### src/mctu_pkg.sv
`timescale 1ns / 1ps

package mctu_pkg;

  // Number of terminal channels in the row of cells.
  localparam int unsigned NumChannels = 8;
  localparam int unsigned CellIdxW    = (NumChannels > 1) ? $clog2(NumChannels) : 1;

  // Field widths.
  localparam int unsigned OpW      = 3;
  localparam int unsigned ChanW    = 3;
  localparam int unsigned OffW     = 3;
  localparam int unsigned ByteW    = 8;
  localparam int unsigned LevelW   = 3;
  localparam int unsigned CfgIdxW  = 8;
  localparam int unsigned CfgDataW = 8;
  localparam int unsigned CmpW     = (ChanW > CellIdxW) ? ChanW : CellIdxW;

  // Operation codes.
  localparam logic [OpW-1:0] OpConnect    = 3'd0;
  localparam logic [OpW-1:0] OpHostByte   = 3'd1;
  localparam logic [OpW-1:0] OpDisconnect = 3'd2;
  localparam logic [OpW-1:0] OpBusRead    = 3'd3;
  localparam logic [OpW-1:0] OpBusWrite   = 3'd4;
  localparam logic [OpW-1:0] OpIrqAck     = 3'd5;

  // Register offsets in a channel window.
  localparam logic [OffW-1:0] OffStatus = 3'd0;
  localparam logic [OffW-1:0] OffRxData = 3'd2;
  localparam logic [OffW-1:0] OffTx     = 3'd4;

  // Status bits and characters.
  localparam logic [ByteW-1:0] StRxReady = 8'h01;
  localparam logic [ByteW-1:0] StAlways  = 8'h02;
  localparam logic [ByteW-1:0] ChLf      = 8'h0A;
  localparam logic [ByteW-1:0] ChCr      = 8'h0D;

  // Configuration registers.
  localparam logic [CfgIdxW-1:0] RegIrqLevel   = 8'd0;
  localparam logic [CfgIdxW-1:0] RegVectorBase = 8'd1;
  localparam logic [LevelW-1:0]  IrqLevelReset   = 3'd4;
  localparam logic [ByteW-1:0]   VectorBaseReset = 8'd70;

  typedef struct packed {
    logic [OpW-1:0]    op;
    logic [ChanW-1:0]  channel;
    logic [OffW-1:0]   reg_offset;
    logic [ByteW-1:0]  data_byte;
    logic [LevelW-1:0] ack_level;
  } req_t;

  // Information passed from one cell to the next along the row.
  typedef struct packed {
    logic                free_seen;
    logic                ready_seen;
    logic                ready_next_any;
    logic                accepted;
    logic                connect_hit;
    logic [ChanW-1:0]    assigned;
    logic [ByteW-1:0]    read_data;
    logic                tx_valid;
    logic                ack_hit;
    logic [CellIdxW-1:0] ack_chan;
  } link_t;

endpackage

### src/mctu_if.sv
`timescale 1ns / 1ps

interface mctu_req_if import mctu_pkg::*; ();
  logic              valid;
  logic              ready;
  logic [OpW-1:0]    op;
  logic [ChanW-1:0]  channel;
  logic [OffW-1:0]   reg_offset;
  logic [ByteW-1:0]  data_byte;
  logic [LevelW-1:0] ack_level;

  modport source (output valid, op, channel, reg_offset, data_byte, ack_level,
                  input ready);
  modport sink (input valid, op, channel, reg_offset, data_byte, ack_level,
                output ready);
endinterface

interface mctu_rsp_if import mctu_pkg::*; ();
  logic              valid;
  logic              ready;
  logic [ByteW-1:0]  read_data;
  logic              accepted;
  logic [ChanW-1:0]  assigned_channel;
  logic              lines_busy;
  logic              tx_valid;
  logic [ByteW-1:0]  tx_byte;
  logic [ChanW-1:0]  tx_channel;
  logic [LevelW-1:0] irq_line;
  logic [ByteW-1:0]  ack_vector;
  logic              ack_autovector;

  modport source (output valid, read_data, accepted, assigned_channel, lines_busy,
                  tx_valid, tx_byte, tx_channel, irq_line, ack_vector,
                  ack_autovector, input ready);
  modport sink (input valid, read_data, accepted, assigned_channel, lines_busy,
                tx_valid, tx_byte, tx_channel, irq_line, ack_vector,
                ack_autovector, output ready);
endinterface

interface mctu_cfg_if import mctu_pkg::*; ();
  logic                valid;
  logic                ready;
  logic [CfgIdxW-1:0]  index;
  logic [CfgDataW-1:0] data;

  modport source (output valid, index, data, input ready);
  modport sink (input valid, index, data, output ready);
endinterface

### src/mctu_cell.sv
`timescale 1ns / 1ps

module mctu_cell import mctu_pkg::*; (
  input  logic                clk_i,
  input  logic                rst_ni,
  input  logic [CellIdxW-1:0] cell_idx_i,
  input  logic                go_i,
  input  req_t                req_i,
  input  link_t               link_i,
  output link_t               link_o
);

  logic             conn_q, conn_d;
  logic             rdy_q, rdy_d;
  logic             cr_q, cr_d;
  logic [ByteW-1:0] latch_q, latch_d;
  logic             sel;

  assign sel = go_i && (CmpW'(req_i.channel) == CmpW'(cell_idx_i));

  always_comb begin
    conn_d  = conn_q;
    rdy_d   = rdy_q;
    cr_d    = cr_q;
    latch_d = latch_q;
    link_o  = link_i;

    // Lowest free channel wins a connect request.
    link_o.free_seen = link_i.free_seen | ~conn_q;
    if (go_i && req_i.op == OpConnect && !conn_q && !link_i.free_seen) begin
      conn_d             = 1'b1;
      cr_d               = 1'b0;
      link_o.connect_hit = 1'b1;
      link_o.assigned    = ChanW'(cell_idx_i);
    end

    // Lowest channel holding an unread byte answers an acknowledge.
    link_o.ready_seen = link_i.ready_seen | rdy_q;
    if (rdy_q && !link_i.ready_seen) begin
      link_o.ack_hit  = 1'b1;
      link_o.ack_chan = cell_idx_i;
    end

    if (sel) begin
      case (req_i.op)
        OpHostByte: begin
          if (conn_q && !rdy_q) begin
            link_o.accepted = 1'b1;
            if (req_i.data_byte == ChLf && cr_q) begin
              cr_d = 1'b0;
            end else begin
              cr_d    = (req_i.data_byte == ChCr);
              latch_d = req_i.data_byte;
              rdy_d   = 1'b1;
            end
          end
        end
        OpDisconnect: begin
          conn_d = 1'b0;
          rdy_d  = 1'b0;
          cr_d   = 1'b0;
        end
        OpBusRead: begin
          if (req_i.reg_offset == OffStatus) begin
            link_o.read_data = link_i.read_data | StAlways | (rdy_q ? StRxReady : '0);
          end else if (req_i.reg_offset == OffRxData) begin
            link_o.read_data = link_i.read_data | latch_q;
            rdy_d            = 1'b0;
          end
        end
        OpBusWrite: begin
          if (req_i.reg_offset == OffTx && conn_q) begin
            link_o.tx_valid = 1'b1;
          end
        end
        default: begin
        end
      endcase
    end

    link_o.ready_next_any = link_i.ready_next_any | rdy_d;
  end

  always_ff @(posedge clk_i or negedge rst_ni) begin
    if (!rst_ni) begin
      conn_q  <= 1'b0;
      rdy_q   <= 1'b0;
      cr_q    <= 1'b0;
      latch_q <= '0;
    end else if (go_i) begin
      conn_q  <= conn_d;
      rdy_q   <= rdy_d;
      cr_q    <= cr_d;
      latch_q <= latch_d;
    end
  end

endmodule

### src/mctu_chain.sv
`timescale 1ns / 1ps

module mctu_chain import mctu_pkg::*; (
  input  logic  clk_i,
  input  logic  rst_ni,
  input  logic  go_i,
  input  req_t  req_i,
  output link_t link_o
);

  link_t links [NumChannels+1];

  assign links[0] = '0;

  for (genvar i = 0; i < NumChannels; i++) begin : g_cell
    mctu_cell u_cell (
      .clk_i      (clk_i),
      .rst_ni     (rst_ni),
      .cell_idx_i (CellIdxW'(i)),
      .go_i       (go_i),
      .req_i      (req_i),
      .link_i     (links[i]),
      .link_o     (links[i+1])
    );
  end

  assign link_o = links[NumChannels];

endmodule

### src/multi_channel_terminal_uart_top.sv
`timescale 1ns / 1ps

// Multi-channel terminal receiver/transmitter.
// Requests arrive on req_i (valid/ready): connect, host byte, disconnect, bus
// read, bus write or interrupt acknowledge. Each request produces exactly one
// response on rsp_o (valid/ready), in the cycle after it is accepted.
// The channels form a row of identical cells; each cell keeps one channel's
// connected flag, receive latch, ready flag and CR memory, and passes the
// lowest-free and lowest-ready searches and its response bits on to the next
// cell within the cycle.
// Throughput is one request per cycle while the response is taken; the
// single response register sets that figure. When the receiver stalls, the
// response is held and req_i.ready drops until it has been taken.
// Configuration writes on cfg_i set the shared interrupt level (index 0) and
// the vector base (index 1); cfg_i is always ready and should only be written
// while no response is outstanding.
// After reset all channels are free and empty, the level is 4 and the vector
// base is 70.

module multi_channel_terminal_uart_top import mctu_pkg::*; (
  input  logic        clk_i,
  input  logic        rst_ni,
  mctu_req_if.sink    req_i,
  mctu_rsp_if.source  rsp_o,
  mctu_cfg_if.sink    cfg_i
);

  logic [LevelW-1:0] irq_level_q;
  logic [ByteW-1:0]  vector_base_q;
  logic              rsp_valid_q;
  logic              go;
  req_t              req;
  link_t             res;

  logic [ByteW-1:0]  read_data_q, read_data_d;
  logic              accepted_q, accepted_d;
  logic [ChanW-1:0]  assigned_q, assigned_d;
  logic              busy_q, busy_d;
  logic              tx_valid_q, tx_valid_d;
  logic [ByteW-1:0]  tx_byte_q, tx_byte_d;
  logic [ChanW-1:0]  tx_channel_q, tx_channel_d;
  logic [LevelW-1:0] irq_line_q, irq_line_d;
  logic [ByteW-1:0]  ack_vector_q, ack_vector_d;
  logic              autovec_q, autovec_d;

  // A new request is taken whenever the response register is empty or is
  // being emptied in the same cycle.
  assign req_i.ready = !rsp_valid_q || rsp_o.ready;
  assign go          = req_i.valid && req_i.ready;

  assign req.op         = req_i.op;
  assign req.channel    = req_i.channel;
  assign req.reg_offset = req_i.reg_offset;
  assign req.data_byte  = req_i.data_byte;
  assign req.ack_level  = req_i.ack_level;

  mctu_chain u_chain (
    .clk_i  (clk_i),
    .rst_ni (rst_ni),
    .go_i   (go),
    .req_i  (req),
    .link_o (res)
  );

  // Assemble the response from what the row of cells has gathered.
  always_comb begin
    read_data_d  = (req.op == OpBusRead) ? res.read_data : '0;
    accepted_d   = (req.op == OpHostByte) && res.accepted;
    assigned_d   = (req.op == OpConnect) ? res.assigned : '0;
    busy_d       = (req.op == OpConnect) && !res.connect_hit;
    tx_valid_d   = (req.op == OpBusWrite) && res.tx_valid;
    tx_byte_d    = tx_valid_d ? req.data_byte : '0;
    tx_channel_d = tx_valid_d ? req.channel : '0;
    irq_line_d   = res.ready_next_any ? irq_level_q : '0;
    ack_vector_d = '0;
    autovec_d    = 1'b0;
    if (req.op == OpIrqAck) begin
      if (res.ack_hit && req.ack_level == irq_level_q) begin
        ack_vector_d = vector_base_q + ByteW'(res.ack_chan);
      end else begin
        autovec_d = 1'b1;
      end
    end
  end

  always_ff @(posedge clk_i or negedge rst_ni) begin
    if (!rst_ni) begin
      rsp_valid_q <= 1'b0;
    end else if (go) begin
      rsp_valid_q <= 1'b1;
    end else if (rsp_o.ready) begin
      rsp_valid_q <= 1'b0;
    end
  end

  always_ff @(posedge clk_i) begin
    if (go) begin
      read_data_q  <= read_data_d;
      accepted_q   <= accepted_d;
      assigned_q   <= assigned_d;
      busy_q       <= busy_d;
      tx_valid_q   <= tx_valid_d;
      tx_byte_q    <= tx_byte_d;
      tx_channel_q <= tx_channel_d;
      irq_line_q   <= irq_line_d;
      ack_vector_q <= ack_vector_d;
      autovec_q    <= autovec_d;
    end
  end

  assign rsp_o.valid            = rsp_valid_q;
  assign rsp_o.read_data        = read_data_q;
  assign rsp_o.accepted         = accepted_q;
  assign rsp_o.assigned_channel = assigned_q;
  assign rsp_o.lines_busy       = busy_q;
  assign rsp_o.tx_valid         = tx_valid_q;
  assign rsp_o.tx_byte          = tx_byte_q;
  assign rsp_o.tx_channel       = tx_channel_q;
  assign rsp_o.irq_line         = irq_line_q;
  assign rsp_o.ack_vector       = ack_vector_q;
  assign rsp_o.ack_autovector   = autovec_q;

  // Configuration registers; writes to unknown indexes are ignored.
  assign cfg_i.ready = 1'b1;

  always_ff @(posedge clk_i or negedge rst_ni) begin
    if (!rst_ni) begin
      irq_level_q   <= IrqLevelReset;
      vector_base_q <= VectorBaseReset;
    end else if (cfg_i.valid) begin
      if (cfg_i.index == RegIrqLevel) begin
        irq_level_q <= LevelW'(cfg_i.data);
      end else if (cfg_i.index == RegVectorBase) begin
        vector_base_q <= cfg_i.data;
      end
    end
  end

  // Every accepted request leaves a response behind.
  assert property (@(posedge clk_i) disable iff (!rst_ni) go |=> rsp_valid_q)
    else $error("accepted request produced no response");

  // A refused connect never reports a channel.
  assert property (@(posedge clk_i) disable iff (!rst_ni)
    (rsp_valid_q && busy_q) |-> (assigned_q == '0 && !accepted_q && !tx_valid_q))
    else $error("refused connect carries other response fields");

  // An acknowledge answers with either a vector or the autovector, never both.
  assert property (@(posedge clk_i) disable iff (!rst_ni)
    (rsp_valid_q && autovec_q) |-> (ack_vector_q == '0))
    else $error("autovector with a vector");

  // The interrupt line shows either nothing or the configured level.
  assert property (@(posedge clk_i) disable iff (!rst_ni)
    rsp_valid_q |-> (irq_line_q == '0 || irq_line_q == irq_level_q))
    else $error("interrupt line at an unexpected level");

endmodule

### src/flat_wrapper.sv
// flat-port wrapper written by rule: the top's interface ports become plain ports
module multi_channel_terminal_uart_top_flat import mctu_pkg::*;
  (clk_i, rst_ni, req_i_valid, req_i_op, req_i_channel, req_i_reg_offset, req_i_data_byte, req_i_ack_level, req_i_ready, rsp_o_valid, rsp_o_read_data, rsp_o_accepted, rsp_o_assigned_channel, rsp_o_lines_busy, rsp_o_tx_valid, rsp_o_tx_byte, rsp_o_tx_channel, rsp_o_irq_line, rsp_o_ack_vector, rsp_o_ack_autovector, rsp_o_ready, cfg_i_valid, cfg_i_index, cfg_i_data, cfg_i_ready);
  mctu_req_if req_i_i ();
  mctu_rsp_if rsp_o_i ();
  mctu_cfg_if cfg_i_i ();
  input  logic clk_i;
  input  logic rst_ni;
  input wire logic [$bits(req_i_i.valid)-1:0] req_i_valid;
  input wire logic [$bits(req_i_i.op)-1:0] req_i_op;
  input wire logic [$bits(req_i_i.channel)-1:0] req_i_channel;
  input wire logic [$bits(req_i_i.reg_offset)-1:0] req_i_reg_offset;
  input wire logic [$bits(req_i_i.data_byte)-1:0] req_i_data_byte;
  input wire logic [$bits(req_i_i.ack_level)-1:0] req_i_ack_level;
  output wire logic [$bits(req_i_i.ready)-1:0] req_i_ready;
  output wire logic [$bits(rsp_o_i.valid)-1:0] rsp_o_valid;
  output wire logic [$bits(rsp_o_i.read_data)-1:0] rsp_o_read_data;
  output wire logic [$bits(rsp_o_i.accepted)-1:0] rsp_o_accepted;
  output wire logic [$bits(rsp_o_i.assigned_channel)-1:0] rsp_o_assigned_channel;
  output wire logic [$bits(rsp_o_i.lines_busy)-1:0] rsp_o_lines_busy;
  output wire logic [$bits(rsp_o_i.tx_valid)-1:0] rsp_o_tx_valid;
  output wire logic [$bits(rsp_o_i.tx_byte)-1:0] rsp_o_tx_byte;
  output wire logic [$bits(rsp_o_i.tx_channel)-1:0] rsp_o_tx_channel;
  output wire logic [$bits(rsp_o_i.irq_line)-1:0] rsp_o_irq_line;
  output wire logic [$bits(rsp_o_i.ack_vector)-1:0] rsp_o_ack_vector;
  output wire logic [$bits(rsp_o_i.ack_autovector)-1:0] rsp_o_ack_autovector;
  input wire logic [$bits(rsp_o_i.ready)-1:0] rsp_o_ready;
  input wire logic [$bits(cfg_i_i.valid)-1:0] cfg_i_valid;
  input wire logic [$bits(cfg_i_i.index)-1:0] cfg_i_index;
  input wire logic [$bits(cfg_i_i.data)-1:0] cfg_i_data;
  output wire logic [$bits(cfg_i_i.ready)-1:0] cfg_i_ready;
  assign req_i_i.valid = req_i_valid;
  assign req_i_i.op = req_i_op;
  assign req_i_i.channel = req_i_channel;
  assign req_i_i.reg_offset = req_i_reg_offset;
  assign req_i_i.data_byte = req_i_data_byte;
  assign req_i_i.ack_level = req_i_ack_level;
  assign req_i_ready = req_i_i.ready;
  assign rsp_o_valid = rsp_o_i.valid;
  assign rsp_o_read_data = rsp_o_i.read_data;
  assign rsp_o_accepted = rsp_o_i.accepted;
  assign rsp_o_assigned_channel = rsp_o_i.assigned_channel;
  assign rsp_o_lines_busy = rsp_o_i.lines_busy;
  assign rsp_o_tx_valid = rsp_o_i.tx_valid;
  assign rsp_o_tx_byte = rsp_o_i.tx_byte;
  assign rsp_o_tx_channel = rsp_o_i.tx_channel;
  assign rsp_o_irq_line = rsp_o_i.irq_line;
  assign rsp_o_ack_vector = rsp_o_i.ack_vector;
  assign rsp_o_ack_autovector = rsp_o_i.ack_autovector;
  assign rsp_o_i.ready = rsp_o_ready;
  assign cfg_i_i.valid = cfg_i_valid;
  assign cfg_i_i.index = cfg_i_index;
  assign cfg_i_i.data = cfg_i_data;
  assign cfg_i_ready = cfg_i_i.ready;
  multi_channel_terminal_uart_top u_core (.clk_i(clk_i), .rst_ni(rst_ni), .req_i(req_i_i), .rsp_o(rsp_o_i), .cfg_i(cfg_i_i));
endmodule
### config.mk
export PLATFORM = sky130hd
export DESIGN_NAME = multi_channel_terminal_uart_top_flat
export DESIGN_NICKNAME = d
export VERILOG_FILES = /design/src/mctu_pkg.sv /design/src/mctu_if.sv /design/src/mctu_cell.sv /design/src/mctu_chain.sv /design/src/multi_channel_terminal_uart_top.sv /design/src/flat_wrapper.sv
export SDC_FILE = /design/constraint.sdc
export NUM_CORES = 1
export LEC_CHECK = 0
export ABC_AREA = 1
export BUFFER_PORTS_ARGS = -buffer_cell sky130_fd_sc_hd__clkbuf_2
export CORE_MARGIN = 8
export CORE_UTILIZATION = 55
export CTS_CLUSTER_SIZE = 16
export DETAILED_ROUTE_END_ITERATION = 10
export PLACE_DENSITY = 0.82
export SYNTH_ARGS = -nofsm -noshare
export SYNTH_HDL_FRONTEND = slang
export SYNTH_SLANG_ARGS = --single-unit
### constraint.sdc
create_clock -name clk_i -period 5.9 [get_ports clk_i]
set_input_delay 0.59 -clock clk_i [delete_from_list [all_inputs] [get_ports clk_i]]
set_output_delay 0.59 -clock clk_i [all_outputs]
set_load 0.1 [all_outputs]
==> key figures, run 1 <==
Timing
  • Crit share post-route: 0.4481
  • Hold Vio Cnt, Final: 0
  • Worst Tran Pin Value: 0.8145 ns
  • Slew Limit Fails: 0
  • RSZ-0062 raised after global routing: no
  • Achievable Freq: 378.2 MHz
  • Setup TNS: 0 ns
  • Skew final: 0.008113 ns
  • Slew margin rel.: 0.4570
  • Tmin final: 2.644 ns
  • Final setup viols: 0

Drt
  • Drt via density: 5.575
  • DR vias: 6038
  • DRT Pass-1 Iters: 6
  • Detailed-route wire length per cell: 16.93 um
  • Antenna viol nets, final: 0
  • DRT iter0 DRCs: 827
  • # DRC: 0
  • Total Routed Length: 18340 um

Hold path
  • Hold crit path type: input pin to asynchronous set/reset pin

Clock tree
  • CTS root buf: clkbuf_16
  • Num Clock Sinks: 137
  • Postcts setup bufs: 0
  • CTS tree: yes
  • CTS resizes: 0
  • Clk buf depth: 2
  • CTS Hold Bufs: 0
  • Cts bufs inserted: 17
  • H-Tree Depth: 4
  • Clock-pin transition on the worst setup and hold timing paths: 0.06 ns
  • Worst-skew pair later-pin latency: 0.42 ns

Synth
  • Number of distinct library cells after synthesis: 46
  • EDFF count, synth: 37
  • Async S/R FF share, synth: 0.7299
  • Sequential share of the synthesized area: 0.5274
  • Syn_nets: 859
  • Post-Syn Area per Cell: 8.429 um^2
  • Post-Syn Area: 0.006862 mm^2
  • Yosys warnings: 0
  • Synth area leader: dfrtp_1
  • Cells after Synth: 814
  • Post-synth top area share: 0.3501
  • #FFs+latches synth: 137
  • Ys flop type: dfrtp_1
  • Largest cells by area after synthesis: dfrtp_1 35%, edfxtp_1 16%, nand2_1 13%

GRT
  • First-pass GRT wire length: 29480 um
  • Initial antenna violation count: 0
  • Largest net degree at the start of global routing: 63
  • Grt ovf: 0
  • Vias in the first global route: 5681
  • GRT Overall Usage: 0.2331

Final layout
  • FILL cells: 1084
  • Seq. cell area: 0.003618 mm^2
  • Synth-to-layout area growth: 15.59%
  • ANT cells: 0
  • Multi-input logic area: 0.002776 mm^2
  • Post-layout nets: 943
  • Layout cell share with drive strength beyond 1: 0.1855

Worst setup path
  • Number of cells on the worst reg-to-reg path: 14
  • R2r setup slk: 3.26 ns
  • FF-to-FF End: u_core.rsp_o.ack_vector[4]
  • CP Cell Sequence: inv_1 -> nand2_1 -> nor2_1 -> nand2_1 -> nor2_1 -> nand2_1 -> o221ai_1 -> ha_1 -> fa_1 -> nand2_1 -> nand2_1 -> nand2_1 -> or2_2 -> a21oi_1
  • CP dominant cell by count: nand2_1
  • CP required: 6.16 ns
  • RR Startpoint: u_core.u_chain.g_cell[2].u_cell.rdy_q
  • CP Data Arrival Time: 2.91 ns
  • Critical path fanouts, max: 4
  • Crit path buffers/inverters: 1
  • Slowest cell on the critical path: dfrtp_1
  • Setup crit end kind: flop
  • Critical path launch point type: flop
  • Largest delay share family, worst path: simple AND/OR/NAND/NOR gates
  • Slowest Stage Delay on Critical Path: 0.39 ns
  • Crit path kind: flop to flop

Floorplan
  • Row cnt: 41
  • Die X: 127.7 um
  • DIE AREA: 0.01631 mm^2
  • IO Pins: 81
  • Core footprint: 0.01241 mm^2
  • Die Ht: 127.7 um
  • Initial Util: 0.5527

Placed design
  • IO Port Bufs: 79
  • Placer Congestion: 0.9710
  • HPWL Detailed: 13220 um

Power
  • Peak supply drop: 0.2021 mV
  • Power Total: 0.002481 W
  • PD cells: 312.8 mW/mm^2
  • Static leakage: 3.789 nW

Flow run
  • Max-cap viol count: 0

Run status
  • Status: completed
-- registers in the layout, summed over array words and instances (netlist names) --
register	flops
u_core.rsp_o.tx_byte	8
u_core.rsp_o.ack_autovector	1
u_core.rsp_o.valid	1
u_core.u_chain.g_cell.u_cell.latch_q	64
u_core.rsp_o.ack_vector	8
u_core.rsp_o.irq_line	3
u_core.u_chain.g_cell.u_cell.cr_q	8
u_core.vector_base_q	8
u_core.rsp_o.tx_channel	3
u_core.u_chain.g_cell.u_cell.rdy_q	8
u_core.irq_level_q	3
u_core.rsp_o.tx_valid	1
u_core.u_chain.g_cell.u_cell.conn_q	8
u_core.rsp_o.accepted	1
u_core.rsp_o.assigned_channel	3
u_core.rsp_o.lines_busy	1
u_core.rsp_o.read_data	8
-- kinds of logic after synthesis --
kind of cell,after synthesis,synth area share
adders and majority gates,4,0.008389
DFF,137,0.5274
buffers and inverters,109,0.06801
other,1,0.0005465
muxes,4,0.006564
AOI/OAI and AO/OA,145,0.1187
xor gates and xnor gates,5,0.006382
and+or+nand+nor,409,0.2640
-- layer usage --
layer,part of all wire,vias to the layer above,global-route usage
met1,0.43,2831,0.3181
met5,0,-,0
li1,-,2872,-
met3,0.099,29,0.05948
met2,0.45,306,0.3491
met4,0.017,0,0.09161
-- where the power goes --
| group | internal, W | switching [W] | total (W) |
|---|---|---|---|
| Combinational | 0.0000913 | 0.000278 | 0.000370 |
| Sequential | 0.00106 | 0.0000557 | 0.00112 |
| Clock | 0.000593 | 0.000400 | 0.000994 |
| Total | 0.00175 | 0.000734 | 0.00248 |
-- synthesized netlist by cell type (3+ instances only) --
cell / instances
a21oi_1: 29
a22oi_1: 8
a31o_2: 4
buf_2: 7
buf_6: 6
clkinv_1: 4
dfrtp_1: 96
dfstp_2: 4
edfxtp_1: 37
ha_1: 3
inv_1: 76
inv_2: 13
mux2_2: 4
nand2_1: 236
nand2_2: 9
nand3_1: 54
nand3b_1: 3
nand4_1: 15
nor2_1: 58
nor2_2: 6
nor2_4: 7
nor3_1: 10
o21ai_0: 72
o21ai_1: 13
o22ai_1: 7
xor2_1: 5
-- cell usage in the layout (no fill, tap or decap), types with 8 or more instances in the layout --
master / synthesis / layout
nand2_1: 236 / 236
dfrtp_1: 96 / 96
clkbuf_2: 0 / 78
inv_1: 76 / 76
o21ai_0: 72 / 72
nor2_1: 58 / 58
nand3_1: 54 / 54
edfxtp_1: 37 / 37
a21oi_1: 29 / 29
clkbuf_16: 0 / 18
nand4_1: 15 / 15
inv_2: 13 / 13
o21ai_1: 13 / 13
nor3_1: 10 / 10
nand2_2: 9 / 9
a22oi_1: 8 / 8
-- worst max-delay path by stage --
stage | from | to | cells after the start
3_5_place_dp | req_i_valid | u_core.u_chain.g_cell[1].u_cell.cr_q | 8
4_1_cts | u_core.u_chain.g_cell[0].u_cell.rdy_q | u_core.rsp_o.ack_vector[4] | 14
5_1_grt | u_core.u_chain.g_cell[0].u_cell.rdy_q | u_core.rsp_o.ack_vector[4] | 14
3_3_place_gp | req_i_valid | u_core.u_chain.g_cell[4].u_cell.cr_q | 10
2_1_floorplan | u_core.rsp_o.valid | u_core.rsp_o.irq_line[0] | 10
6_report | u_core.u_chain.g_cell[2].u_cell.rdy_q | u_core.rsp_o.ack_vector[4] | 14
-- cell type report --
cell class	count	share of cell area
inverter	93	0.04401
clock inverter	10	0.008045
clock buffer	22	0.06247
tap	172	0.02713
sequential	137	0.4562
timing repair buffer	81	0.05206
multi-input combinational	568	0.3501
-- stage by stage --
step	worst slack [ns]	hold slack [ns]	area [um^2]	instances	utilization
2_1_floorplan	3.058	0.2944	6862	814	-
3_3_place_gp	3.368	0.4657	7372	1051	0.5938
3_5_place_dp	3.349	0.4733	7372	1051	0.5938
4_1_cts	3.306	0.1475	7931	1083	0.6389
5_1_grt	2.980	0.1661	7931	1083	0.6389
6_report	3.256	0.1312	7931	1083	0.6389
-- worst reg2reg max path: stages, from the launching register on --
cell,delay (ns)
dfrtp_1,0.39
inv_1,0.16
nand2_1,0.09
nor2_1,0.19
nand2_1,0.07
nor2_1,0.12
nand2_1,0.09
o221ai_1,0.24
ha_1,0.25
fa_1,0.21
nand2_1,0.07
nand2_1,0.11
nand2_1,0.08
or2_2,0.28
a21oi_1,0.12
No activity file was read; power rests on OpenSTA's default activity.
==> run 2: changes to the inputs <==
--- a/config.mk
+++ b/config.mk
@@ -5,10 +5,10 @@
 export SDC_FILE = /design/constraint.sdc
 export NUM_CORES = 1
 export LEC_CHECK = 0
-export ABC_AREA = 1
+export ABC_AREA = 0
 export BUFFER_PORTS_ARGS = -buffer_cell sky130_fd_sc_hd__clkbuf_2
 export CORE_MARGIN = 8
-export CORE_UTILIZATION = 55
+export CORE_UTILIZATION = 53
 export CTS_CLUSTER_SIZE = 16
 export DETAILED_ROUTE_END_ITERATION = 10
 export PLACE_DENSITY = 0.82
==> constraint.sdc (replaced) <==
create_clock -name clk_i -period 2.38 [get_ports clk_i]
set_input_delay 0.238 -clock clk_i [delete_from_list [all_inputs] [get_ports clk_i]]
set_output_delay 0.238 -clock clk_i [all_outputs]
set_load 0.1 [all_outputs]
==> run 2 against run 1 <==
- register-to-register slack got worse by 3.2 ns
- first-iteration DRC count down 16%
- area after synthesis increased by 0.18%
- critical endpoint is now u_core.rsp_o.ack_vector[5]
- largest power group unchanged
- highest routed layer unchanged
==> key figures, run 2 <==
Worst setup path
  • Critical path fanouts, max: 2 (was 4)
  • Setup crit end kind: flop (unchanged)
  • CP required: 2.56 ns (was 6.16 ns)
  • RR Startpoint: u_core.u_chain.g_cell[2].u_cell.rdy_q (unchanged)
  • Crit path kind: flop to flop (unchanged)
  • FF-to-FF End: u_core.rsp_o.ack_vector[5] (was u_core.rsp_o.ack_vector[4])
  • Number of cells on the worst reg-to-reg path: 11 (was 14)
  • Critical path launch point type: flop (unchanged)
  • CP Data Arrival Time: 2.53 ns (was 2.91 ns)
  • R2r setup slk: 0.03 ns (was 3.26 ns)

Synth
  • Synth area leader: dfrtp_1 (unchanged)
  • Post-Syn Area per Cell: 11.63 um^2 (was 8.429 um^2)
  • Most frequent cells after synthesis: 96 x dfrtp_1, 75 x mux2_2, 45 x nor2_1 (was 236 x nand2_1, 96 x dfrtp_1, 76 x inv_1)
  • Async S/R FF share, synth: 0.7299 (unchanged)
  • Post-synth top area share: 0.3495 (was 0.3501)
  • EDFF count, synth: 37 (unchanged)
  • Post-Syn Area: 0.006874 mm^2 (was 0.006862 mm^2)
  • Number of distinct library cells after synthesis: 76 (was 46)
  • Sequential share of the synthesized area: 0.5264 (was 0.5274)
  • Cells after Synth: 591 (was 814)
  • Largest cells by area after synthesis: dfrtp_1 35%, edfxtp_1 16%, mux2_2 12% (was dfrtp_1 35%, edfxtp_1 16%, nand2_1 13%)
  • #FFs+latches synth: 137 (unchanged)
  • Most numerous cell in the Yosys netlist: dfrtp_1 (was nand2_1)
  • Ys flop type: dfrtp_1 (unchanged)
  • Yosys warnings: 0 (unchanged)
  • Syn_nets: 636 (was 859)

Timing
  • Hold Vio Cnt, Final: 0 (unchanged)
  • Skew final: 0.01097 ns (was 0.008113 ns)
  • Crit share post-route: 0.9867 (was 0.4481)
  • Worst Tran Pin Value: 0.6990 ns (was 0.8145 ns)
  • Setup WS post-layout: 0.03162 ns (was 3.256 ns)
  • Slew Limit Fails: 0 (unchanged)
  • Achievable Freq: 425.8 MHz (was 378.2 MHz)
  • Final setup viols: 0 (unchanged)
  • Slew margin rel.: 0.5291 (was 0.4570)
  • Tmin final: 2.348 ns (was 2.644 ns)
  • RSZ-0062 raised after global routing: yes (was no)

Hold path
  • Hold crit path type: input pin to flop (was input pin to asynchronous set/reset pin)
  • Hold path depth: 2
  • Hold path startpoint: cfg_i_data[3]
  • Hold-critical path endpoint: u_core.vector_base_q[3]

Final layout
  • FILL cells: 935 (was 1084)
  • Post-layout nets: 782 (was 943)
  • Reg with most FFs: u_core.u_chain.g_cell.u_cell.latch_q (unchanged)
  • Max FFs per register: 64 (unchanged)
  • Most common cell after layout, fill and taps aside: dfrtp_1 (was nand2_1)
  • Final core occ: 0.6826 (was 0.6389)
  • Multi-input logic area: 0.003153 mm^2 (was 0.002776 mm^2)
  • ANT cells: 0 (unchanged)
  • Most frequent cells in the layout: 94 x dfrtp_1, 78 x clkbuf_2, 75 x mux2_2 (was 236 x nand2_1, 96 x dfrtp_1, 78 x clkbuf_2)
  • Synth-to-layout area growth: 25.32% (was 15.59%)
  • Layout cell share with drive strength beyond 1: 0.4053 (was 0.1855)
  • Seq. cell area: 0.003623 mm^2 (was 0.003618 mm^2)

Placed design
  • HPWL Detailed: 14740 um (was 13220 um)
  • Placement Setup Slack: 0.004917 ns (was 3.349 ns)
  • Placer Congestion: 0.9734 (was 0.9710)
  • IO Port Bufs: 79 (unchanged)

Drt
  • # DRC: 0 (unchanged)
  • DRT Pass-1 Iters: 5 (was 6)
  • Total Routed Length: 20140 um (was 18340 um)
  • Drt via density: 6.117 (was 5.575)
  • DRT iter0 DRCs: 695 (was 827)
  • Antenna viol nets, final: 0 (unchanged)
  • Detailed-route wire length per cell: 21.84 um (was 16.93 um)
  • DR vias: 5640 (was 6038)

GRT
  • Initial antenna violation count: 0 (unchanged)
  • Grt ovf: 0 (unchanged)
  • GRT Overall Usage: 0.2461 (was 0.2331)
  • Largest net degree at the start of global routing: 47 (was 63)
  • First-pass GRT wire length: 31250 um (was 29480 um)
  • Vias in the first global route: 5739 (was 5681)

Power
  • Power Total: 0.006034 W (was 0.002481 W)
  • PD cells: 700.5 mW/mm^2 (was 312.8 mW/mm^2)
  • Static leakage: 3.874 nW (was 3.789 nW)
  • Peak supply drop: 0.5123 mV (was 0.2021 mV)

Floorplan
  • Die X: 129.9 um (was 127.7 um)
  • Initial Util: 0.5447 (was 0.5527)
  • Row cnt: 41 (unchanged)
  • IO Pins: 81 (unchanged)
  • Core footprint: 0.01262 mm^2 (was 0.01241 mm^2)
  • Die Ht: 129.9 um (was 127.7 um)
  • DIE AREA: 0.01687 mm^2 (was 0.01631 mm^2)

Flow run
  • Max-cap viol count: 0 (unchanged)

Clock tree
  • CTS root buf: clkbuf_16 (unchanged)
  • Clk buf depth: 2 (unchanged)
  • CTS tree: yes (unchanged)
  • Cts bufs inserted: 17 (unchanged)
  • Worst-skew pair later-pin latency: 0.43 ns (was 0.42 ns)
  • H-Tree Depth: 4 (unchanged)
  • Num Clock Sinks: 137 (unchanged)
  • Clock-pin transition on the worst setup and hold timing paths: 0.06 ns (about the same)

Run status
  • Status: completed (unchanged)
==> run 2: cell count changes in the layout (fill, tap and decap cells not counted), moves of 39 or more <==
cell / delta
nand3_1: -39
inv_1: -65
buf_4: +69
mux2_2: +71
nand2_1: -208
o21ai_0: -53
==> run 2: final cells by class <==
| class | instances | share of cell area |
|---|---|---|
| flip-flops and latches | 137 | 0.4206 |
| multi-input cells | 413 | 0.3660 |
| repair buffers | 155 | 0.1175 |
| clock buffers | 23 | 0.05563 |
| well taps | 172 | 0.02498 |
| clock inverters | 9 | 0.008569 |
| inverters | 13 | 0.006681 |
==> run 2: stage by stage <==
| stage | hold WS (ns) | TNS [ns] | area, um^2 | instances |
|---|---|---|---|---|
| after detailed placement | 0.2584 | 0 | 7955 | 887 |
| after CTS | 0.03163 | 0 | 8528 | 921 |
| final | 0.04396 | 0 | 8615 | 922 |
| after global routing | 0.04097 | -0.01363 | 8615 | 922 |
| after floorplan | -0.05759 | -0.02129 | 6898 | 591 |
| after global placement | 0.2472 | 0 | 7955 | 887 |
==> run 2: worst max-delay path by stage <==
stage	start	endpoint	slack [ns]
after detailed placement	u_core.u_chain.g_cell[0].u_cell.rdy_q	u_core.rsp_o.ack_vector[6]	0.005
after floorplan	u_core.rsp_o.valid	u_core.u_chain.g_cell[4].u_cell.cr_q	-0.02
final	u_core.u_chain.g_cell[2].u_cell.rdy_q	u_core.rsp_o.ack_vector[5]	0.03
after CTS	u_core.u_chain.g_cell[0].u_cell.rdy_q	u_core.rsp_o.ack_vector[5]	0.004
after global routing	u_core.u_chain.g_cell[2].u_cell.rdy_q	u_core.rsp_o.ack_vector[5]	-0.01
after global placement	req_i_reg_offset[1]	u_core.rsp_o.irq_line[1]	0.09
==> run 2: logic make-up after synthesis <==
family          count (synthesis)  synth area share
buf+inv                        41           0.02766
xor+xnor                        9           0.01147
flops                         137            0.5264
simple gates                  187            0.1609
fa+ha+maj                       4          0.008373
compound gates                123            0.1212
other cells                     1         0.0005455
mux                            89            0.1434
==> run 2: critical path, stage by stage (launching register included) <==
cell	delay [ns]
dfrtp_1	0.38
or4_4	0.56
nor2b_4	0.13
nand2_1	0.07
o21ai_1	0.09
ha_2	0.23
a21o_1	0.14
a21oi_2	0.07
buf_4	0.15
nor2_2	0.10
xnor2_1	0.14
nor2_1	0.05
==> run 2: power breakdown <==
| group | switching (W) | leakage (nW) | internal, W |
|---|---|---|---|
| Sequential | 0.000121 | 1.71 | 0.00254 |
| Clock | 0.000957 | 0.279 | 0.00151 |
| Combinational | 0.000615 | 1.88 | 0.000291 |
| Total | 0.00169 | 3.87 | 0.00434 |
==> run 2: layer usage <==
layer  GRT usage  routed length [um]  up-vias
li1            -                   -     2501
met1      0.3260                8246     2819
met2      0.3954                9676      281
met3     0.04284                1709       39
met4     0.09699                 503        0
met5           0                   0        -
==> run 2: what timing repair did <==
action,4_1_cts,5_1_grt
pin swaps,0,4
gates resized for setup,1,19
endpoints found under the hold margin,36,0
hold buffers,1,0
buffers inserted,1,1
endpoints found under the setup margin,3,25
